[src/design/wavetable_oscillator_linear_interp_defines.svh]
// assertion macros for the wavetable oscillator
// used by the top level only; expects clk and rst in scope
`ifndef WAVETABLE_OSCILLATOR_LINEAR_INTERP_DEFINES_SVH
`define WAVETABLE_OSCILLATOR_LINEAR_INTERP_DEFINES_SVH

// same-cycle implication, checked outside reset
`define WOSC_ASSERT_IMPLY(lbl, ante, cons) \
  lbl: assert property (@(posedge clk) disable iff (rst) (ante) |-> (cons)) \
    else $error("wosc assertion failed");

// next-cycle implication, checked outside reset
`define WOSC_ASSERT_NEXT(lbl, ante, cons) \
  lbl: assert property (@(posedge clk) disable iff (rst) (ante) |=> (cons)) \
    else $error("wosc assertion failed");

`endif

[src/design/wosc_pkg.sv]
// shared constants for the wavetable oscillator
// no dependencies
package wosc_pkg;

  localparam int TABLE_DEPTH = 1024;
  localparam int ADDR_BITS   = 10;
  localparam int STEP_BITS   = 26;

  // request kinds carried on tuser
  localparam logic MODE_LOAD = 1'b0;
  localparam logic MODE_TICK = 1'b1;

endpackage

[src/design/wosc_interp.sv]
// interpolation pipeline: multiply stage, then add stage into the output register
// depends on wosc_pkg
module wosc_interp import wosc_pkg::*; #(
  parameter int SAMPLE_BITS   = 16,
  parameter int FRACTION_BITS = 16
) (
  input  logic                     clk,
  input  logic                     rst,
  input  logic                     in_valid,
  output logic                     in_ready,
  input  logic [SAMPLE_BITS-1:0]   lo_sample,
  input  logic [SAMPLE_BITS-1:0]   hi_sample,
  input  logic [FRACTION_BITS-1:0] frac,
  output logic                     out_valid,
  input  logic                     out_ready,
  output logic [SAMPLE_BITS-1:0]   out_sample
);

  localparam int PROD_BITS = SAMPLE_BITS + FRACTION_BITS + 2;

  logic signed [SAMPLE_BITS:0]   diff;
  logic signed [PROD_BITS-1:0]   prod_full;
  logic signed [PROD_BITS-1:0]   prod;
  logic signed [PROD_BITS-1:0]   prod_shr;
  logic [SAMPLE_BITS-1:0]        lo_q;
  logic                          mul_valid;
  logic                          out_en;
  logic                          mul_en;

  assign diff      = $signed({hi_sample[SAMPLE_BITS-1], hi_sample})
                   - $signed({lo_sample[SAMPLE_BITS-1], lo_sample});
  assign prod_full = diff * $signed({1'b0, frac});
  // arithmetic shift gives the floor of the scaled product
  assign prod_shr  = prod >>> FRACTION_BITS;

  assign out_en   = !out_valid || out_ready;
  assign mul_en   = !mul_valid || out_en;
  assign in_ready = mul_en;

  always_ff @(posedge clk) begin
    if (rst) begin
      mul_valid <= 1'b0;
      out_valid <= 1'b0;
    end else begin
      if (mul_en) begin
        mul_valid <= in_valid;
      end
      if (out_en) begin
        out_valid <= mul_valid;
      end
    end
  end

  always_ff @(posedge clk) begin
    if (mul_en && in_valid) begin
      prod <= prod_full;
      lo_q <= lo_sample;
    end
    if (out_en && mul_valid) begin
      out_sample <= lo_q + prod_shr[SAMPLE_BITS-1:0];
    end
  end

endmodule

[config.mk]
export PLATFORM = sky130hd
export DESIGN_NAME = wosc_interp
export DESIGN_NICKNAME = d
export VERILOG_FILES = /design/src/design/wavetable_oscillator_linear_interp_defines.svh /design/src/design/wosc_pkg.sv /design/src/design/wosc_interp.sv
export SDC_FILE = /design/constraint.sdc
export NUM_CORES = 1
export LEC_CHECK = 0
export ABC_CLOCK_PERIOD_IN_PS = 23200
export BUFFER_PORTS_ARGS = -buffer_cell sky130_fd_sc_hd__buf_2
export CAP_MARGIN = 20
export CORE_AREA = 2 2 196 198
export CTS_BUF_LIST = sky130_fd_sc_hd__clkbuf_4 sky130_fd_sc_hd__clkbuf_8
export CTS_CLUSTER_DIAMETER = 60
export DETAILED_ROUTE_END_ITERATION = 12
export DIE_AREA = 0 0 198 200
export GPL_ROUTABILITY_DRIVEN = 0
export HOLD_SLACK_MARGIN = 0.03
export SLEW_MARGIN = 20
export SYNTH_ARGS = -nofsm -noshare
export SYNTH_HDL_FRONTEND = slang
export SYNTH_SLANG_ARGS = --single-unit
[constraint.sdc]
create_clock -name clk -period 23.2 [get_ports clk]
set_input_delay 4.64 -clock clk [delete_from_list [all_inputs] [get_ports clk]]
set_output_delay 4.64 -clock clk [all_outputs]
set_load 0.1 [all_outputs]
==> impl_metrics.sql <==
INSERT INTO impl_metrics (metric_group, metric, value, unit) VALUES
('critical_path', 'reg2reg_setup_slack', '20.54', 'ns'),
('clock_network', 'total_number_of_clock_tree_sinks', '50', ''),
('floorplan', 'num_rows', '71', ''),
('clock_network', 'cts_repair_resize_count', '0', ''),
('critical_path', 'critPathCaptureType', 'flop', ''),
('synth', 'syn-instance-count', '1361', ''),
('clock_network', 'clk_pin_slew', '0.12', 'ns'),
('finish', 'post_route_cells_drive_above_1_share', '8.30', '%'),
('critical_path', 'critical_path_maximum_fanout', '16', ''),
('sta', 'final.period_utilization', '53.4', '%'),
('sta', 'timing.slew.headroom', '26.6', '%'),
('clock_network', 'tritoncts', 'yes', ''),
('critical_path', 'worst-endpoint-arrival', '12.47', 'ns'),
('worst_hold_path', 'hold_start', 'mul_valid', ''),
('grt', 'via_count_of_the_first_global_routing_pass', '9464', ''),
('sta', 'minimum_clock_period_after_layout', '12.40', 'ns'),
('critical_path', 'worstSetupStartpointType', 'primary input', ''),
('outcome', 'result_of_the_run', 'complete, no violations', ''),
('grt', 'globalRouteTotalUtil', '15.7', '%'),
('job', 'maxCapViolCount', '0', ''),
('sta', 'max_freq', '0.0806', 'GHz'),
('sta', 'final_max_slew_viol_count', '0', ''),
('placement', 'hpwl_after_dpl', '24.5', 'mm'),
('floorplan', 'boundaryPins', '70', ''),
('clock_network', 'cts_root_buf', 'sky130_fd_sc_hd__clkbuf_8', ''),
('critical_path', 'worstReg2RegStart', 'prod[16]', ''),
('grt', 'grt_pass1_wl', '48.9', 'mm'),
('clock_network', 'cts_inserted_buffers', '5', ''),
('clock_network', 'cts_h_tree_depth', '2', ''),
('sta', 'skew', '0.0151', 'ns'),
('finish', 'synthToLayoutAreaGrowth', '8.12', '%'),
('sta', 'timing.final.hold_violations', '0', ''),
('sta', 'tightest_slew', '1.09', 'ns'),
('synth', 'synth-warning-count', '0', ''),
('critical_path', 'reg2regPathDepth', '11', ''),
('worst_hold_path', 'min-delay-path-class', 'reg2reg', ''),
('synth', 'synth-async-reset-ratio', '0', '%'),
('synth', 'postSynthNetCount', '1789', ''),
('sta', 'rsz_0062_raised_after_global_routing', 'no', ''),
('critical_path', 'worst_path_most_repeated_cell', 'sky130_fd_sc_hd__fa_1', ''),
('clock_network', 'cts_hold_buf', '0', ''),
('clock_network', 'clock_insertion_delay_worst_skew', '0.32', 'ns'),
('placement', 'port_buffers', '69', ''),
('critical_path', 'crit_start', 'lo_sample[1]', ''),
('drt', 'dr.max_layer_used', 'met4', ''),
('floorplan', 'die_height', '200', 'µm'),
('drt', 'residual_drc', '0', ''),
('synth', 'ys_types', '67', ''),
('drt', 'first_iteration_detailed_routing_drc_count', '461', ''),
('finish', 'n_antenna_cell', '0', ''),
('critical_path', 'cp_slowest_stage_delay', '0.72', 'ns'),
('floorplan', 'start_util', '34.6', '%'),
('synth', 'netlist_area', '12900', 'µm²'),
('sta', 'setup_total_negative_slack', '0', 'ns'),
('worst_hold_path', 'min_path_cells', '2', ''),
('finish', 'leading_cell_types_in_the_layout_fill_and_taps_excluded', '358 x sky130_fd_sc_hd__inv_1, 260 x sky130_fd_sc_hd__fa_1, 152 x sky130_fd_sc_hd__nand2_1', ''),
('floorplan', 'core_area', '37400', 'µm²'),
('grt', 'grt_remaining_overflow', '0', ''),
('finish', 'finish.net_count', '1837', ''),
('grt', 'initial_antenna_violation_count', '1', ''),
('critical_path', 'crit-reg2reg-capture', 'out_sample[14]', ''),
('floorplan', 'design.die.area', '39600', 'µm²'),
('critical_path', 'max_stage_delay_cell_worst_path', 'sky130_fd_sc_hd__xor2_2', ''),
('drt', 'ant_nets', '0', ''),
('drt', 'routed_wirelength', '29.7', 'mm'),
('critical_path', 'kind_of_critical_path', 'in2reg', ''),
('worst_hold_path', 'hold-path-endpoint', 'out_valid', ''),
('floorplan', 'die_width', '198', 'µm'),
('synth', 'yosys_most_used_dff', 'sky130_fd_sc_hd__edfxtp_1', ''),
('clock_network', 'post-cts-setup-buffers', '0', ''),
('drt', 'route.layer.met1.wl', '13.0', 'mm');
==> state kept, by name, indices dropped and copies added (netlist names) <==
signal      count
prod           16
lo_q           16
mul_valid       1
out_valid       1
out_sample     16
==> per-stage QoR <==
stage                     area [µm²]  setup WS [ns]  hold WS (ns)  std cells  util, %
final                          14000          10.80         0.520       1921     37.4
after detailed placement       13900          10.50         0.506       1912     37.1
after global placement         13900          10.62         0.494       1912     37.1
after global routing           14000          10.38         0.580       1921     37.4
after CTS                      14000          10.84         0.527       1920     37.4
after floorplan                12900          11.66         0.478       1361        -
==> cell usage after synthesis, drive strengths merged, types with 2 or more instances <==
cell type  count  area [µm²]
o21a          10        75.1
nand2b        14        87.6
a21o          10        75.1
dfxtp          2        40.0
a21oi         41         228
nand3          9        45.0
o211ai         5        42.5
a31o           2        26.3
nor4           2        12.5
and3           2        12.5
a211oi         4        35.0
o31ai          3        50.1
nand2        152         571
a2111oi        3        63.8
nor2b         26         163
inv          358        1340
o311ai         2        35.0
buf            9        50.0
nor2          18        67.6
or2            5        31.3
xnor2         49         437
a22o           2        18.8
a22oi          2        15.0
ha           116        1450
nor3          12        60.1
a31oi          4        25.0
xor2          17         156
and2         109         682
edfxtp        48        1440
and4           3        26.3
a21boi         2        15.0
clkbuf        27         101
o21bai         3        22.5
fa           260        5200
o21ai         11        58.8
nand4          2        12.5
==> per-layer routing <==
layer,GRT usage (%),up-vias
met4,2.84,0
met3,1.43,36
met2,28.8,149
li1,-,4176
met1,20.4,4632
met5,0,-
==> how the worst max path moves through the flow <==
stage	to	slack (ns)	depth (start not counted)
CTS	prod[31]	10.84	30
global route	prod[31]	10.38	30
global placement	prod[31]	10.62	30
finish	prod[31]	10.80	30
floorplan	prod[31]	11.66	28
detailed placement	prod[31]	10.50	30
==> worst max-delay path, delay by kind of cell <==
| kind | cells | cell delay [ns] |
|---|---|---|
| AO/OA/AOI/OAI | 10 | 2.42 |
| buffers and inverters | 6 | 0.41 |
| XOR/XNOR | 2 | 0.80 |
| AND/OR/NAND/NOR | 4 | 0.81 |
| adder cells (fa/ha/maj) | 8 | 3.37 |
==> logic make-up (layout without fill, tap and decap cells) <==
family,after synthesis,in the layout,synth area share [%]
buffers and inverters,394,443,11.6
adder cells (fa/ha/maj),376,376,51.5
AO/OA/AOI/OAI,116,116,6.97
AND/OR/NAND/NOR,359,359,14.0
flip-flops,50,50,11.5
XOR/XNOR,66,66,4.58
==> cell type report <==
class,count,area (µm²)
sequential,50,1480
timing repair buffer,77,409
tap,511,639
clock inverter,3,28.8
multi-input combinational,917,10000
fill,3743,23400
inverter,358,1340
clock buffer,5,68.8
Power is left out: the tool's default activity adds up to more than one toggle a clock period on the data nets, which glitch-free logic cannot reach.
